==> src/hw/rtl/sdspi_pkg.sv <==
// -----------------------------------------------------------------------------
// SD SPI block transfer package
// Shared constants and codes for the SD card SPI-mode host engine.
// -----------------------------------------------------------------------------
`default_nettype none

package sdspi_pkg;

	localparam int unsigned SECTOR_BYTES   = 512;
	localparam int unsigned RESPONSE_TRIES = 10;
	localparam int unsigned INIT_RETRIES   = 255;

	// Request kinds.
	localparam logic [2:0] KIND_INIT   = 3'd0;
	localparam logic [2:0] KIND_READ   = 3'd1;
	localparam logic [2:0] KIND_WOPEN  = 3'd2;
	localparam logic [2:0] KIND_WBYTE  = 3'd3;
	localparam logic [2:0] KIND_WCLOSE = 3'd4;
	localparam logic [2:0] KIND_RX     = 3'd5;

	// Configuration register indexes.
	localparam logic [1:0] REG_BLOCK_ADDR = 2'd0;
	localparam logic [1:0] REG_TOKEN_LIM  = 2'd1;
	localparam logic [1:0] REG_BUSY_LIM   = 2'd2;

	// Command bytes.
	localparam logic [7:0] OP_IDLE_CMD = 8'h40;
	localparam logic [7:0] OP_OPCOND   = 8'h41;
	localparam logic [7:0] OP_CRC_OFF  = 8'h7B;
	localparam logic [7:0] OP_BLOCKLEN = 8'h50;
	localparam logic [7:0] OP_READ     = 8'h51;
	localparam logic [7:0] OP_WRITE    = 8'h58;

	localparam logic [7:0] CRC_CMD0   = 8'h95;
	localparam logic [7:0] CRC_OTHER  = 8'h01;
	localparam logic [7:0] TOKEN_DATA = 8'hFE;
	localparam logic [7:0] IDLE_BYTE  = 8'hFF;
	localparam logic [4:0] DRESP_MASK = 5'h1F;
	localparam logic [4:0] DRESP_OK   = 5'h05;

	typedef enum logic [4:0] {
		PH_IDLE, PH_DUMMY, PH_CMD_TX, PH_R1, PH_GAP, PH_TOKEN, PH_SKIP, PH_DATA,
		PH_TRAIL, PH_TAIL_OK, PH_TAIL_ERR, PH_WHDR1, PH_WHDR2, PH_WBYTE, PH_PAD,
		PH_DRESP, PH_BUSY
	} phase_t;

endpackage

`default_nettype wire

==> src/hw/rtl/sd_spi_block_transfer_unit.sv <==
// -----------------------------------------------------------------------------
// SD SPI block transfer unit
// SPI-mode SD card host engine: at most one SPI byte per request, received bytes fed back.
// -----------------------------------------------------------------------------
//  Channel   Direction  Handshake       Payload
//  in        input      in_valid/stall  kind, sector, byte_offset, byte_count, data_byte
//  out       output     out_valid/stall spi_send_*, card_selected, read_*, done_res, status
//  cfg       input      cfg_we          cfg_index, cfg_data
//
// The engine state and the result register are updated at the edge where a request
// is accepted. A new request is taken every cycle while the result register is
// empty or being drained. Reset returns the phase, counters, configuration registers
// and out_valid to their power-up values; the result payload registers are not reset.
`default_nettype none

module sd_spi_block_transfer_unit (
	input  wire logic        clk,
	input  wire logic        arst_n,
	input  wire logic        in_valid,
	output logic             in_stall,
	input  wire logic [2:0]  kind,
	input  wire logic [31:0] sector,
	input  wire logic [8:0]  byte_offset,
	input  wire logic [9:0]  byte_count,
	input  wire logic [7:0]  data_byte,
	output logic             out_valid,
	input  wire logic        out_stall,
	output logic             spi_send_valid,
	output logic [7:0]       spi_send_byte,
	output logic             card_selected,
	output logic             read_valid,
	output logic [7:0]       read_byte,
	output logic             done_res,
	output logic             status,
	input  wire logic        cfg_we,
	input  wire logic [1:0]  cfg_index,
	input  wire logic [15:0] cfg_data
);

	sdspi_pkg::phase_t phase_q, phase_d;
	logic [47:0] cmd_q, cmd_d;
	logic [9:0]  bcnt_q, bcnt_d, skip_q, skip_d, dlv_q, dlv_d, wrem_q, wrem_d;
	logic [7:0]  retry_q, retry_d;
	logic [15:0] poll_q, poll_d;
	logic        sel_q, sel_d;
	logic        baddr_q;
	logic [15:0] tok_lim_q, busy_lim_q;

	logic        o_valid, o_cs, o_rvalid, o_done, o_status;
	logic [7:0]  o_byte, o_rbyte;
	logic        accept;

	assign in_stall = out_valid & out_stall;
	assign accept   = in_valid & ~in_stall;

	// Next-state and result logic for one request.
	always_comb begin
		logic [31:0] addr;
		logic [9:0]  ofs, cnt, room, bc_inc;
		logic [7:0]  cop, r, ndec, rdec;
		logic [15:0] pdec;
		phase_d = phase_q; cmd_d = cmd_q; bcnt_d = bcnt_q; skip_d = skip_q;
		dlv_d = dlv_q; wrem_d = wrem_q; retry_d = retry_q; poll_d = poll_q;
		sel_d = sel_q;
		o_valid = 1'b0; o_byte = '0; o_cs = 1'b0; o_rvalid = 1'b0; o_rbyte = '0;
		o_done = 1'b0; o_status = 1'b0;
		addr = baddr_q ? sector : {sector[22:0], 9'd0};
		ofs  = {1'b0, byte_offset};
		room = 10'(sdspi_pkg::SECTOR_BYTES) - ofs;
		cnt  = (byte_count == 10'd0) ? 10'd1 : byte_count;
		if (cnt > room) cnt = room;
		cop  = cmd_q[47:40];
		r    = data_byte;
		rdec = retry_q - 8'd1;
		pdec = poll_q - 16'd1;
		bc_inc = bcnt_q + 10'd1;
		ndec = '0;
		if (kind <= sdspi_pkg::KIND_WCLOSE) begin
			if (phase_q == sdspi_pkg::PH_IDLE) begin
				unique case (kind)
					sdspi_pkg::KIND_INIT: begin
						retry_d = 8'(sdspi_pkg::INIT_RETRIES);
						bcnt_d = 10'd10; phase_d = sdspi_pkg::PH_DUMMY;
						o_valid = 1'b1; o_byte = sdspi_pkg::IDLE_BYTE; o_cs = sel_q;
					end
					sdspi_pkg::KIND_READ, sdspi_pkg::KIND_WOPEN: begin
						if (kind == sdspi_pkg::KIND_READ) begin
							skip_d = ofs; dlv_d = cnt;
						end
						ndec = (kind == sdspi_pkg::KIND_READ) ? sdspi_pkg::OP_READ
							: sdspi_pkg::OP_WRITE;
						cmd_d = {ndec, addr, sdspi_pkg::CRC_OTHER};
						sel_d = 1'b1; bcnt_d = 10'd1; phase_d = sdspi_pkg::PH_CMD_TX;
						o_valid = 1'b1; o_byte = ndec; o_cs = 1'b1;
					end
					sdspi_pkg::KIND_WBYTE: begin
						if (wrem_q != 10'd0) begin
							wrem_d = wrem_q - 10'd1; phase_d = sdspi_pkg::PH_WBYTE;
							o_valid = 1'b1; o_byte = data_byte; o_cs = sel_q;
						end else begin
							o_done = 1'b1;
						end
					end
					default: begin
						bcnt_d = wrem_q + 10'd2; phase_d = sdspi_pkg::PH_PAD;
						o_valid = 1'b1; o_byte = 8'h00; o_cs = sel_q;
					end
				endcase
			end
		end else if (kind == sdspi_pkg::KIND_RX && phase_q != sdspi_pkg::PH_IDLE) begin
			// Default continuation: clock one idle byte at the current select.
			o_byte = sdspi_pkg::IDLE_BYTE; o_cs = sel_q;
			unique case (phase_q)
				sdspi_pkg::PH_DUMMY: begin
					bcnt_d = bcnt_q - 10'd1; o_valid = 1'b1;
					if (bcnt_d == 10'd0) begin
						cmd_d = {sdspi_pkg::OP_IDLE_CMD, 32'd0, sdspi_pkg::CRC_CMD0};
						sel_d = 1'b1; bcnt_d = 10'd1; phase_d = sdspi_pkg::PH_CMD_TX;
						o_byte = sdspi_pkg::OP_IDLE_CMD; o_cs = 1'b1;
					end
				end
				sdspi_pkg::PH_CMD_TX: begin
					o_valid = 1'b1;
					if (bcnt_q < 10'd6) begin
						unique case (bcnt_q[2:0])
							3'd1:    o_byte = cmd_q[39:32];
							3'd2:    o_byte = cmd_q[31:24];
							3'd3:    o_byte = cmd_q[23:16];
							3'd4:    o_byte = cmd_q[15:8];
							default: o_byte = cmd_q[7:0];
						endcase
						bcnt_d = bc_inc; o_cs = 1'b1;
					end else begin
						poll_d = 16'(sdspi_pkg::RESPONSE_TRIES);
						phase_d = sdspi_pkg::PH_R1;
					end
				end
				sdspi_pkg::PH_R1: begin
					if (r[7] && pdec != 16'd0) begin
						poll_d = pdec; o_valid = 1'b1;
					end else begin
						if (r[7]) poll_d = pdec;
						ndec = 8'h00;
						if (cop == sdspi_pkg::OP_IDLE_CMD) begin
							retry_d = rdec;
							if (rdec == 8'd0) begin
								phase_d = sdspi_pkg::PH_IDLE; o_done = 1'b1; o_status = 1'b1;
							end else if (r != 8'h01) begin
								bcnt_d = 10'd10; phase_d = sdspi_pkg::PH_DUMMY; o_valid = 1'b1;
							end else begin
								phase_d = sdspi_pkg::PH_GAP; o_valid = 1'b1;
							end
						end else if (cop == sdspi_pkg::OP_OPCOND) begin
							retry_d = rdec;
							if (rdec == 8'd0) begin
								phase_d = sdspi_pkg::PH_IDLE; o_done = 1'b1; o_status = 1'b1;
							end else begin
								ndec = (r != 8'h00) ? sdspi_pkg::OP_OPCOND
									: sdspi_pkg::OP_CRC_OFF;
								cmd_d = {ndec, 32'd0, sdspi_pkg::CRC_OTHER};
							end
						end else if (cop == sdspi_pkg::OP_CRC_OFF) begin
							ndec = sdspi_pkg::OP_BLOCKLEN;
							cmd_d = {ndec, 32'(sdspi_pkg::SECTOR_BYTES), sdspi_pkg::CRC_OTHER};
						end else if (cop == sdspi_pkg::OP_READ) begin
							o_valid = 1'b1;
							if (r == 8'h00) begin
								poll_d = tok_lim_q; phase_d = sdspi_pkg::PH_TOKEN;
							end else begin
								sel_d = 1'b0; phase_d = sdspi_pkg::PH_TAIL_ERR; o_cs = 1'b0;
							end
						end else if (cop == sdspi_pkg::OP_WRITE && r == 8'h00) begin
							phase_d = sdspi_pkg::PH_WHDR1; o_valid = 1'b1;
						end else begin
							phase_d = sdspi_pkg::PH_IDLE; o_done = 1'b1;
							o_status = (cop != sdspi_pkg::OP_BLOCKLEN);
						end
						if (ndec != 8'h00) begin
							sel_d = 1'b1; bcnt_d = 10'd1; phase_d = sdspi_pkg::PH_CMD_TX;
							o_valid = 1'b1; o_byte = ndec; o_cs = 1'b1;
						end
					end
				end
				sdspi_pkg::PH_GAP: begin
					retry_d = 8'(sdspi_pkg::INIT_RETRIES);
					cmd_d = {sdspi_pkg::OP_OPCOND, 32'd0, sdspi_pkg::CRC_OTHER};
					sel_d = 1'b1; bcnt_d = 10'd1; phase_d = sdspi_pkg::PH_CMD_TX;
					o_valid = 1'b1; o_byte = sdspi_pkg::OP_OPCOND; o_cs = 1'b1;
				end
				sdspi_pkg::PH_TOKEN: begin
					o_valid = 1'b1;
					if (r == sdspi_pkg::IDLE_BYTE) begin
						poll_d = pdec;
						if (pdec == 16'd0) begin
							sel_d = 1'b0; phase_d = sdspi_pkg::PH_TAIL_ERR; o_cs = 1'b0;
						end
					end else if (r == sdspi_pkg::TOKEN_DATA) begin
						bcnt_d = 10'(sdspi_pkg::SECTOR_BYTES + 2) - skip_q - dlv_q;
						phase_d = (skip_q != 10'd0) ? sdspi_pkg::PH_SKIP : sdspi_pkg::PH_DATA;
					end else begin
						sel_d = 1'b0; phase_d = sdspi_pkg::PH_TAIL_ERR; o_cs = 1'b0;
					end
				end
				sdspi_pkg::PH_SKIP: begin
					skip_d = skip_q - 10'd1; o_valid = 1'b1;
					if (skip_d == 10'd0) phase_d = sdspi_pkg::PH_DATA;
				end
				sdspi_pkg::PH_DATA: begin
					o_rvalid = 1'b1; o_rbyte = r; o_valid = 1'b1;
					dlv_d = dlv_q - 10'd1;
					if (dlv_d == 10'd0) phase_d = sdspi_pkg::PH_TRAIL;
				end
				sdspi_pkg::PH_TRAIL: begin
					bcnt_d = bcnt_q - 10'd1; o_valid = 1'b1;
					if (bcnt_d == 10'd0) begin
						sel_d = 1'b0; phase_d = sdspi_pkg::PH_TAIL_OK; o_cs = 1'b0;
					end
				end
				sdspi_pkg::PH_TAIL_OK, sdspi_pkg::PH_WBYTE: begin
					phase_d = sdspi_pkg::PH_IDLE; o_done = 1'b1;
				end
				sdspi_pkg::PH_TAIL_ERR: begin
					phase_d = sdspi_pkg::PH_IDLE; o_done = 1'b1; o_status = 1'b1;
				end
				sdspi_pkg::PH_WHDR1: begin
					phase_d = sdspi_pkg::PH_WHDR2; o_valid = 1'b1;
					o_byte = sdspi_pkg::TOKEN_DATA;
				end
				sdspi_pkg::PH_WHDR2: begin
					wrem_d = 10'(sdspi_pkg::SECTOR_BYTES);
					phase_d = sdspi_pkg::PH_IDLE; o_done = 1'b1;
				end
				sdspi_pkg::PH_PAD: begin
					bcnt_d = bcnt_q - 10'd1; o_valid = 1'b1;
					if (bcnt_d == 10'd0) phase_d = sdspi_pkg::PH_DRESP;
					else o_byte = 8'h00;
				end
				sdspi_pkg::PH_DRESP: begin
					o_valid = 1'b1;
					if ((r[4:0] & sdspi_pkg::DRESP_MASK) == sdspi_pkg::DRESP_OK) begin
						poll_d = busy_lim_q; phase_d = sdspi_pkg::PH_BUSY;
					end else begin
						sel_d = 1'b0; phase_d = sdspi_pkg::PH_TAIL_ERR; o_cs = 1'b0;
					end
				end
				sdspi_pkg::PH_BUSY: begin
					o_valid = 1'b1;
					if (r == sdspi_pkg::IDLE_BYTE || poll_q == 16'd0) begin
						sel_d = 1'b0; o_cs = 1'b0;
						phase_d = (r == sdspi_pkg::IDLE_BYTE && poll_q != 16'd0)
							? sdspi_pkg::PH_TAIL_OK : sdspi_pkg::PH_TAIL_ERR;
					end else begin
						poll_d = pdec;
					end
				end
				default: begin
				end
			endcase
			if (!o_valid) begin
				o_byte = '0; o_cs = 1'b0;
			end
		end
	end

	// Engine state, updated on each accepted request.
	always_ff @(posedge clk or negedge arst_n) begin
		if (!arst_n) begin
			phase_q <= sdspi_pkg::PH_IDLE;
			cmd_q <= '0; bcnt_q <= '0; skip_q <= '0; dlv_q <= '0; wrem_q <= '0;
			retry_q <= '0; poll_q <= '0; sel_q <= 1'b0;
		end else if (accept) begin
			phase_q <= phase_d;
			cmd_q <= cmd_d; bcnt_q <= bcnt_d; skip_q <= skip_d; dlv_q <= dlv_d;
			wrem_q <= wrem_d; retry_q <= retry_d; poll_q <= poll_d; sel_q <= sel_d;
		end
	end

	// Configuration registers.
	always_ff @(posedge clk or negedge arst_n) begin
		if (!arst_n) begin
			baddr_q <= 1'b0; tok_lim_q <= 16'd40000; busy_lim_q <= 16'd5000;
		end else if (cfg_we) begin
			if (cfg_index == sdspi_pkg::REG_BLOCK_ADDR) baddr_q <= cfg_data[0];
			if (cfg_index == sdspi_pkg::REG_TOKEN_LIM)  tok_lim_q <= cfg_data;
			if (cfg_index == sdspi_pkg::REG_BUSY_LIM)   busy_lim_q <= cfg_data;
		end
	end

	// Result register.
	always_ff @(posedge clk or negedge arst_n) begin
		if (!arst_n) begin
			out_valid <= 1'b0;
		end else if (accept) begin
			out_valid <= 1'b1;
		end else if (!out_stall) begin
			out_valid <= 1'b0;
		end
	end

	always_ff @(posedge clk) begin
		if (accept) begin
			spi_send_valid <= o_valid; spi_send_byte <= o_byte; card_selected <= o_cs;
			read_valid <= o_rvalid; read_byte <= o_rbyte; done_res <= o_done;
			status <= o_status;
		end
	end

endmodule

`default_nettype wire
==> config.mk <==
export PLATFORM = sky130hd
export DESIGN_NAME = sd_spi_block_transfer_unit
export DESIGN_NICKNAME = d
export VERILOG_FILES = /design/src/hw/rtl/sdspi_pkg.sv /design/src/hw/rtl/sd_spi_block_transfer_unit.sv
export SDC_FILE = /design/constraint.sdc
export NUM_CORES = 1
export LEC_CHECK = 0
export ABC_AREA = 1
export BUFFER_PORTS_ARGS = -buffer_cell sky130_fd_sc_hd__buf_2
export CAP_MARGIN = 25
export CELL_PAD_IN_SITES_DETAIL_PLACEMENT = 1
export CELL_PAD_IN_SITES_GLOBAL_PLACEMENT = 2
export CORE_ASPECT_RATIO = 0.5
export CORE_MARGIN = 3
export CORE_UTILIZATION = 34
export CTS_CLUSTER_SIZE = 40
export DETAILED_ROUTE_END_ITERATION = 10
export PLACE_DENSITY_LB_ADDON = 0.08
export SLEW_MARGIN = 10
export SYNTH_ARGS = -nofsm -noshare
export SYNTH_HDL_FRONTEND = slang
export SYNTH_SLANG_ARGS = --single-unit
==> constraint.sdc <==
create_clock -name clk -period 3.2 [get_ports clk]
set_input_delay 0.64 -clock clk [delete_from_list [all_inputs] [get_ports clk]]
set_output_delay 0.64 -clock clk [all_outputs]
set_load 0.02 [all_outputs]
==> results.md <==
* Place WS at -364 ps
* Max-slew headroom at 58.2%
* Crit path from: byte_offset[1]
* # setup viols final at 0
* Number of diodes at 0
* CTS Buf Count at 17
* DR WL/cell at 19.3 um
* Synth Cell Area at 12300 um2
* CP Max Fanout at 11
* Worst Path Class, Setup: in -> reg
* Crit-path max cell delay at 330 ps
* Most common cell on crit path: nand2_1
* Worst path bufs/invs at 3
* Share of the synthesized area in the top cell type at 26.9%
* Data required, critical path at 3550 ps
* Fin crit period at 2920 ps
* Syn Inst Count at 1806
* DP HPWL at 36.6 mm
* Max frequency at 343 MHz
* Residual DRC at 0
* Clock Pin Slew Worst Setup and Hold Paths at 70 ps
* Critical Path Stages at 19
* Vias at 12840
* Synth-to-Final Area Change at 16.8%
* Max-slew violations at 0
* Core area at 35000 um2
* Critical-path top delay cell: or3_1
* Clk buf depth at 2
* Sink Count at 163
* # hold bufs at CTS at 0
* Worst Setup End Kind: register
* Max-cap viol count at 0
* Syn_area_per_cell at 6.80 um2
* Yosys cell types at 53
* First-pass GRT wire length at 73.9 mm
* Synthesized flop and latch total at 163
* Register-to-Register Path Depth at 19
* Reg2reg end: bcnt_q[5]$_DFFE_PN0P_
* Ys async rst share at 87.1%
* Layout Skew at 18.1 ps
* CP startpoint kind: input port
* CP arrival at 3260 ps
* Worst IR Drop VDD at 0.000345 V
* Total Wirelength at 46.7 mm
* Synth top cells by count: nand2_1 (470), inv_1 (208), nor2_1 (190)
* Most common cell in the netlist: nand2_1
* Worst-skew pair later-pin latency at 480 ps
* Number of synthesized flops with an enable pin at 21
* Final WS setup at 284 ps
* Vias in the first global route at 13444
* Ys flop type: dfrtp_1
* Final Cycle Share at 91.1%
* Die area at 38600 um2
* H-tree depth at 4
* Synthesized net count at 1942
* Tot Pwr at 11.4 mW
* Synth area leader: dfrtp_1
* Critical Path, Cell by Cell: buf_2 -> nor3_4 -> nand2_1 -> nor2_1 -> nand2_1 -> or3_1 -> nor2_1 -> inv_1 -> ha_1 -> nand4_1 -> nor3_2 -> o21ai_0 -> nand3_1 -> nand2_1 -> buf_4 -> nand2_1 -> o21ai_0 -> o21ai_0 -> o22ai_1
* Final instance area at 14300 um2
* Grt ovf at 0
* Root buf cell: clkbuf_16
* Pin count of the biggest net entering global routing at 55
* Layout cells sized above 1 at 14.1%
* Dpl cell area at 13700 um2
* Fin Setup TNS at 0 ps
* Outcome: finished, final reports clean
* Initial Util at 35.1%
* Pleak at 6.92 nW
* Critical Path Sink: dlv_q[4]$_DFFE_PN0P_
* Reg2Reg Launch Point: retry_q[0]$_DFFE_PN0P_
* CTS tree: built
* Synth warn at 0
* Horiz. Die Dim at 275 um
* I/O pins at 108
* Final Hold Fails at 0
* Initial antenna violation count at 0
* R2r setup slk at 300 ps
* Post-CTS setup buffer count at 0
* Die Y at 140 um
* Least-Margin Pin Slew at 625 ps
* Hold Path Class: in -> async
* Seq/Total Area, Yosys at 34.2%
* Number of cell rows at 48
* Initial DRC Count at 739
* DR pass1 iterations at 5
* Power Dens Cells at 793 nW/um2
* GR Util All Layers at 24.3%
* NumNets Final at 2069
* Placer Congestion at 0.895
* Routed Antenna Nets at 0
* Largest cells by area after synthesis: dfrtp_1 (27%), nand2_1 (14%), o21ai_0 (6.8%), inv_1 (6.4%), nor2_1 (5.8%)
* CP top delay family: simple AND/OR/NAND/NOR gates
* Vias per inst at 5.30
* Port buffer count at 107
==> how the worst min path moves through the flow <==
stage                        startpoint                  endpoint  depth (start not counted)
6_report                         arst_n    retry_q[3]$_DFFE_PN0P_                          1
5_1_grt                          arst_n    retry_q[3]$_DFFE_PN0P_                          1
4_1_cts                          arst_n    retry_q[3]$_DFFE_PN0P_                          1
3_5_place_dp   tok_lim_q[7]$_DFFE_PN0P_  tok_lim_q[7]$_DFFE_PN0P_                          2
3_3_place_gp      out_valid$_DFFE_PN0P_     out_valid$_DFFE_PN0P_                          2
2_1_floorplan                    arst_n       baddr_q$_DFFE_PN0P_                          0
==> cells by family after synthesis <==
| family | after synthesis | share of synthesized area, % |
|---|---|---|
| buffers and inverters | 287 | 9.30 |
| DFF | 163 | 34.2 |
| xor gates and xnor gates | 34 | 2.43 |
| adders and majority gates | 51 | 5.26 |
| and+or+nand+nor | 911 | 32.2 |
| AOI/OAI and AO/OA | 360 | 16.6 |
==> metrics by stage <==
| stage | std cells | hold slack (ps) | utilization (%) |
|---|---|---|---|
| CTS | 2421 | 87.9 | 40.9 |
| global placement | 2389 | 462 | 39.1 |
| finish | 2421 | 77.7 | 40.9 |
| floorplan | 1806 | 344 | - |
| detailed placement | 2389 | 472 | 39.1 |
| global route | 2421 | 95.8 | 40.9 |
==> registers in the layout, indices dropped and copies added, names as in the netlist <==
| signal | count |
|---|---|
| cmd_q | 38 |
| busy_lim_q | 16 |
| poll_q | 16 |
| tok_lim_q | 16 |
| bcnt_q | 10 |
| dlv_q | 10 |
| skip_q | 10 |
| wrem_q | 10 |
| read_byte | 8 |
| retry_q | 8 |
| spi_send_byte | 8 |
| phase_q | 5 |
| baddr_q | 1 |
| card_selected | 1 |
| done_res | 1 |
| out_valid | 1 |
| read_valid | 1 |
| sel_q | 1 |
| spi_send_valid | 1 |
| status | 1 |
==> report_power, final <==
| group | total (mW) | internal, mW | switching [mW] |
|---|---|---|---|
| Clock | 2.24 | 1.11 | 1.14 |
| Combinational | 5.81 | 1.95 | 3.86 |
| Sequential | 3.32 | 2.72 | 0.597 |
| Total | 11.4 | 5.79 | 5.59 |
==> what timing repair did <==
item                                   4_1_cts  5_1_grt
gates resized for setup                      0        7
endpoints found under the hold margin        0        0
setup endpoints to repair                    0       28
==> area by class of cell <==
cell class / count / area (um2)
multi-input cells: 1356 / 6970
clock buffers: 18 / 450
flip-flops and latches: 163 / 4200
clock inverters: 14 / 188
fillers: 4498 / 20700
repair buffers: 174 / 1110
well taps: 475 / 594
inverters: 221 / 830
==> cell usage in the layout (no fill, tap or decap), types with 6 or more instances in the layout <==
cell       Yosys  layout
inv_1        208     207
nand3_1      117     116
dfstp_2       10      10
o21ai_2        9       9
nand3b_1       6       6
nand2_2        8       8
a221oi_1       9       9
nand3_2        5       6
clkbuf_16      0      18
o21ai_0      167     165
xor2_1        28      28
o21ai_1       30      32
inv_2          8       9
xnor2_1        6       6
dfrtp_1      132     132
nand2_1      470     470
nor2_1       190     189
o22ai_1       20      20
nor3_1        28      26
o211ai_1      18      18
a31oi_1        7       7
edfxtp_1      21      21
nand4_1       46      46
buf_4          2      62
buf_2         10     106
nor2_2        13      14
a21oi_1       68      68
nor4_1        10      10
clkinv_8       0       8
ha_1          50      49
a22oi_1        7       7
==> layer usage <==
metal	up-vias	global-route usage [%]	wire (um)
met2	226	42.0	22400
met1	6316	32.0	21900
met5	-	0	0
li1	6236	-	-
met4	0	6.13	872
met3	62	3.61	1560
Note: power is estimated with default switching activity, not from simulation.
